## config.mk

```make
export PLATFORM = sky130hd
export DESIGN_NAME = amad_result_fifo
export DESIGN_NICKNAME = d
export VERILOG_FILES = /design/src/rtl/amad_pkg.sv /design/src/rtl/amad_result_fifo.sv
export SDC_FILE = /design/constraint.sdc
export NUM_CORES = 1
export LEC_CHECK = 0
export BUFFER_PORTS_ARGS = -buffer_cell sky130_fd_sc_hd__buf_2
export CAP_MARGIN = 20
export CORE_MARGIN = 1
export CORE_UTILIZATION = 54
export DETAILED_ROUTE_END_ITERATION = 16
export GPL_ROUTABILITY_DRIVEN = 0
export HOLD_SLACK_MARGIN = 0.1
export MAX_ROUTING_LAYER = met4
export PLACE_DENSITY = 0.89
export SLEW_MARGIN = 20
export SYNTH_ARGS = -nofsm -noshare
export SYNTH_HDL_FRONTEND = slang
export SYNTH_SLANG_ARGS = --single-unit
```

## constraint.sdc

```tcl
create_clock -name clk -period 3.2 [get_ports clk]
set_input_delay 0.48 -clock clk [delete_from_list [all_inputs] [get_ports clk]]
set_output_delay 0.48 -clock clk [all_outputs]
set_load 0.05 [all_outputs]
```

## src/rtl/amad_pkg.sv

```systemverilog
package amad_pkg;

	// Default sizes of the mix store.
	localparam int DEFAULT_STORE_DEPTH = 1024;
	localparam int DEFAULT_ACC_WIDTH   = 20;

	// Field widths of the stream words.
	localparam int SAMPLE_W = 16;
	localparam int OFS_W    = 10;
	localparam int STRIDE_W = 4;
	localparam int PCM_W    = 16;

	localparam logic [STRIDE_W-1:0] STRIDE_RESET = 4'd1;

	// Command codes carried in the input tuser.
	localparam logic CMD_MIX   = 1'b0;
	localparam logic CMD_DRAIN = 1'b1;

	// Full scale in Q.15, the clamp limit of a drained entry.
	localparam int Q15_ONE = 32768;

	// Result queue between the drain stage and the output port.
	localparam int RES_FIFO_DEPTH = 3;
	localparam int RES_PTR_W      = 2;
	localparam int RES_CNT_W      = 2;

	typedef struct packed {
		logic [PCM_W-1:0] pcm;
		logic             last;
		logic             empty_res;
	} result_t;

endpackage

```

## src/rtl/amad_result_fifo.sv

```systemverilog
module amad_result_fifo (
	input  logic                                clk,
	input  logic                                arst_n,
	input  logic                                push,
	input  amad_pkg::result_t                   push_data,
	input  logic                                pop,
	output amad_pkg::result_t                   head,
	output logic                                head_valid,
	output logic [amad_pkg::RES_CNT_W-1:0]      count
);

	amad_pkg::result_t                entry_q [amad_pkg::RES_FIFO_DEPTH];
	logic [amad_pkg::RES_PTR_W-1:0]   rd_ptr_q;
	logic [amad_pkg::RES_PTR_W-1:0]   wr_ptr_q;
	logic [amad_pkg::RES_CNT_W-1:0]   count_q;
	logic                             do_pop;

	assign do_pop     = pop && (count_q != '0);
	assign head       = entry_q[rd_ptr_q];
	assign head_valid = (count_q != '0);
	assign count      = count_q;

	function automatic logic [amad_pkg::RES_PTR_W-1:0] ptr_next(
		input logic [amad_pkg::RES_PTR_W-1:0] p
	);
		logic [amad_pkg::RES_PTR_W-1:0] n;
		if (p == amad_pkg::RES_PTR_W'(amad_pkg::RES_FIFO_DEPTH - 1)) begin
			n = '0;
		end else begin
			n = p + amad_pkg::RES_PTR_W'(1);
		end
		return n;
	endfunction

	always_ff @(posedge clk) begin
		if (push) begin
			entry_q[wr_ptr_q] <= push_data;
		end
	end

	always_ff @(posedge clk or negedge arst_n) begin
		if (!arst_n) begin
			rd_ptr_q <= '0;
			wr_ptr_q <= '0;
			count_q  <= '0;
		end else begin
			if (push) begin
				wr_ptr_q <= ptr_next(wr_ptr_q);
			end
			if (do_pop) begin
				rd_ptr_q <= ptr_next(rd_ptr_q);
			end
			if (push && !do_pop) begin
				count_q <= count_q + amad_pkg::RES_CNT_W'(1);
			end else if (!push && do_pop) begin
				count_q <= count_q - amad_pkg::RES_CNT_W'(1);
			end
		end
	end

	// The upstream admission rule must never push into a full queue.
	a_no_overflow: assert property (@(posedge clk) disable iff (!arst_n)
		push |-> (count_q != amad_pkg::RES_CNT_W'(amad_pkg::RES_FIFO_DEPTH)))
		else $error("result queue pushed while full");

endmodule

```

Yosys cells after proc, flatten, opt, wreduce, memory -nomap -nowiden
Memory sizes are Yosys's and may differ from the RTL's.
Cells that the tools add are included.

storage, ports and cells
  register bits = 6
  bits in latches = 0
  memory bits (writable) = 54
  memory bits (read-only) = 0
  input bits = 22
  output and inout port bits = 21
  word-level logic and storage cells = 23
  memories kept = 1

operators by class
  add/subtract/negate cells = 4
  multipliers = 0
  divide/modulo/power cells = 0
  order comparisons = 0
  equality and inequality tests = 2
  shift operators = 0
  multiplexer cells = 6
  bitwise logic cells = 0
  reductions and logical operators = 7

memory list
  name     words  bits a word  read ports  clocked after memory_dff  wr ports  RTL line                text
  entry_q  3      18           1           0                         1         amad_result_fifo.sv:12  amad_pkg::result_t entry_q [amad_pkg::RES_FIFO_DEPTH];

operators with widths
  operator                                                             number
  2-bit two-way mux                                                    4
  2-bit by 1-bit adder with 2-bit output (second input constant)       3
  2-bit == test (second input constant)                                2
  2-bit nonzero test                                                   2
  1-bit logical AND                                                    3
  1-bit logical NOT                                                    2
  1-bit two-way mux                                                    2
  2-bit by 1-bit subtractor with 2-bit output (second input constant)  1

Longest topological paths before layout
  depth after elaboration = 5
  mapped depth = 5
  gate-level depth less buffers = 5

Worst setup path after synthesis
OpenSTA, ideal clock, no wires.

  kind = input -> register
  from = input port push
  to = memory entry_q[2][0] in the netlist's numbering (enable)
  setup time = 0.420 ns
  arrival time = 1.930 ns
  required time = 2.780 ns
  slack = 0.851 ns
  cell stages on the path = 2
  buffers on the path = 0
  cell sequence = inv_1 -> nor3b_1

between the ends
  longest elaborated chain between the ends = 2

RTL lines
  item                                     RTL line                text
  from (decl)                              amad_result_fifo.sv:4   input logic push,
  1-bit two-way mux                        amad_result_fifo.sv:36  if (push) begin
  1-bit two-way mux (implied by the code)  amad_result_fifo.sv:37  entry_q[wr_ptr_q] <= push_data;
  to (decl)                                amad_result_fifo.sv:12

No other way between the ends.

==> run summary <==
vias after detailed routing - 1265
area grow syn2layout - 18.3%
All-Layer GR Usage - 19.4%
Synth Register Bits - 60
critical path type - flop to output port
number of placed instances, taps included - 228
Crit-path slowest cell - dfrtp_1
non-filler cells, final - 245
Post-Syn Area - 0.00229 mm2
number of routed nets with antenna violations - 0
pin count of the biggest net entering global routing - 40
WL/cell - 14.8 um
I/O pins - 43
CTS root buf - clkbuf_8
area of placed instances - 0.00254 mm2
crit start category - flop
share of the synthesized area in the top cell type - 70.9%
initial antenna violation count - 0
cell family with the largest share of critical-path delay - flip-flops
Yosys top cell by area - edfxtp_1
Slew HR - 33.9%
fin crit share - 76.3%
post-route minimum period - 2.44 ns
# rows - 23
CP max FO - 12
Power Dens Cells - 1060 mW/mm2
CTS Buf Count - 9
area share of fa/ha/maj cells after synthesis - 0.547%
Syn Inst Count - 139
DR iter-0 viols - 93
Die X - 67.1 um
layout cell share with drive strength beyond 1 - 31.3%
routed wire length - 3640 um
Critical Path RT - 2.72 ns
CP cell instances - buf_4, mux2i_1, o21ai_1, buf_2
Slew @ Worst Pin - 0.990 ns
outcome - complete, no violations
drt drc - 0
CTS max path bufs - 2
Yosys cell types - 21
Setup-failing EPs final - 0
dpl hpwl - 2400 um
die height - 67.1 um
n_diodes - 0
CTS tree - built
first-pass GRT wire length - 5640 um
Core ar. - 0.00403 mm2
unrepaired setup endpoints after global routing - false
WP buf/inv - 2
design area - 0.00271 mm2
worst hold path class - input port to flop
xor/xnor share of the synthesized area - 1.15%
postcts setup bufs - 0
die area - 0.00450 mm2
Synth Area in Compound Gates - 5.53%
number of global-route vias before repair - 1243
Synth Area in Simple Gates - 5.20%
syn_nets - 162
Buffers on Ports - 42
final setup TNS - 0 ns
clock sink count - 60
largest family of logic cells by synthesized area - multiplexers
mean post-synth cell area - 16.4 um2
maxcap violations - 0
final slew viol count - 0
mux cell area share after synthesis - 7.88%
grt ovf - 0
vias per cell - 5.16
Synth warnings - 0
Fmax - 0.410 GHz
Final Hold Fails - 0
Initial Utilization - 56.7%
FF+latch area - 0.00177 mm2
leak pwr - 0.00104 uW
footprint of the multi-input gates - 472 um2
Fill cells - 300
1st-pass router iterations - 4
Synth area leaders - edfxtp_1, mux2i_1, dfrtp_1, o21ai_1, nand2_1
H-Tree Depth - 3
Critical Path End Type - output port
Worst Path Arrival - 1.96 ns
# nets final - 213
Clock transition at path regs - 0.06 ns
Fin Clk Skew - 0.00305 ns
CP max stage delay - 0.69 ns
worst vdd ir - 0.659 mV
register area share after synthesis - 77.5%
clock latency on the worst-skew pair - 0.33 ns
[cell usage after synthesis (all sizes together)]
cell type	count
a21o	3
mux2i	18
dfrtp	6
or2	1
buf	5
inv	1
ha	1
clkbuf	1
edfxtp	54
nand2	20
or2b	1
nor3b	1
o21ai	20
nor3	2
xor2	2
xnor2	1
nor2	2
[cell type report]
cell class	instances	share of cell area, %
flip-flops and latches	60	65.5
multi-input cells	72	17.4
repair buffers	46	8.97
clock buffers	12	5.00
well taps	50	2.31
clock inverters	4	0.601
inverters	1	0.139
[stage by stage]
step | total power (uW) | setup slack [ns] | util, % | hold slack, ns
floorplan | 2120 | 0.851 | - | 0.184
global placement | 2330 | 1.16 | 63.1 | 0.304
detailed placement | 2360 | 1.05 | 63.1 | 0.308
CTS | 2900 | 0.662 | 67.1 | 0.331
global route | 3010 | 0.665 | 67.1 | 0.334
finish | 2870 | 0.759 | 67.1 | 0.349
[path summary, 6_finish.rpt]
path | cells past startpoint | to | startpoint | slack [ns]
worst max-delay path | 4 | head[12] | rd_ptr_q[0]$_DFFE_PN0P_ | 0.76
worst min-delay path | 1 | entry_q[2][13]$_DFFE_PP_ | push_data[13] | 0.35
worst max register to register | 2 | entry_q[2][9]$_DFFE_PP_ | wr_ptr_q[0]$_DFFE_PN0P_ | 1.43
worst min register to register | 1 | count[1]$_DFFE_PN0P_ | count[1]$_DFFE_PN0P_ | 0.53
max in group asynchronous | 2 | rd_ptr_q[1]$_DFFE_PN0P_ | arst_n | 2.54
min in group asynchronous | 2 | wr_ptr_q[1]$_DFFE_PN0P_ | arst_n | 0.50
[registers in the layout (all words and copies together), names as in the netlist]
| signal | flops |
|---|---|
| count | 2 |
| entry_q | 54 |
| rd_ptr_q | 2 |
| wr_ptr_q | 2 |
[worst register-to-register path, cell delays in order (launching register included)]
cell	delay [ns]
dfrtp_1	0.43
nor3b_2	0.73
buf_4	0.32
[metal layers]
| metal | up-vias | track usage [%] | wire length [um] |
|---|---|---|---|
| met4 | 0 | 12.0 | 48 |
| met2 | 38 | 29.6 | 1850 |
| met5 | - | - | 0 |
| met1 | 601 | 21.7 | 1530 |
| li1 | 621 | - | - |
| met3 | 5 | 6.68 | 209 |
[report_power, final]
| group | leakage, uW | switching (uW) | internal (uW) |
|---|---|---|---|
| Combinational | 0.000396 | 864 | 306 |
| Clock | 0.0000769 | 255 | 272 |
| Sequential | 0.000571 | 153 | 1020 |
[timing repair]
item / 4_1_cts / 5_1_grt
hold buffers: 1 / 0
hold endpoints to repair: 6 / 0
resized for setup: 0 / 0
[cell families (layout without fill, tap and decap cells)]
family,after synthesis,count (layout)
AO/OA/AOI/OAI,23,23
XOR/XNOR,3,3
adder cells (fa/ha/maj),1,1
buffers and inverters,7,63
flip-flops,60,60
multiplexers,18,18
AND/OR/NAND/NOR,27,27
[cells in the final DEF, fill, tap and decap left out]
master	Yosys	final
xor2_1	2	2
edfxtp_1	54	54
o21ai_2	1	1
clkinv_1	0	3
ha_1	1	1
nor3_2	1	1
buf_2	1	42
clkinv_2	0	1
clkbuf_8	0	9
inv_1	1	1
nor2_2	0	1
nor3_1	1	1
dfrtp_2	0	1
a21o_1	3	3
clkbuf_1	1	3
nand2_1	20	20
or2_2	1	1
or2b_1	1	1
nor2_1	2	1
buf_4	2	3
o21ai_1	19	19
dlygate4sd3_1	0	1
xnor2_1	1	1
dfrtp_1	6	5
nor3b_2	0	1
mux2i_1	18	18
Power figures use the tool's default switching activity.
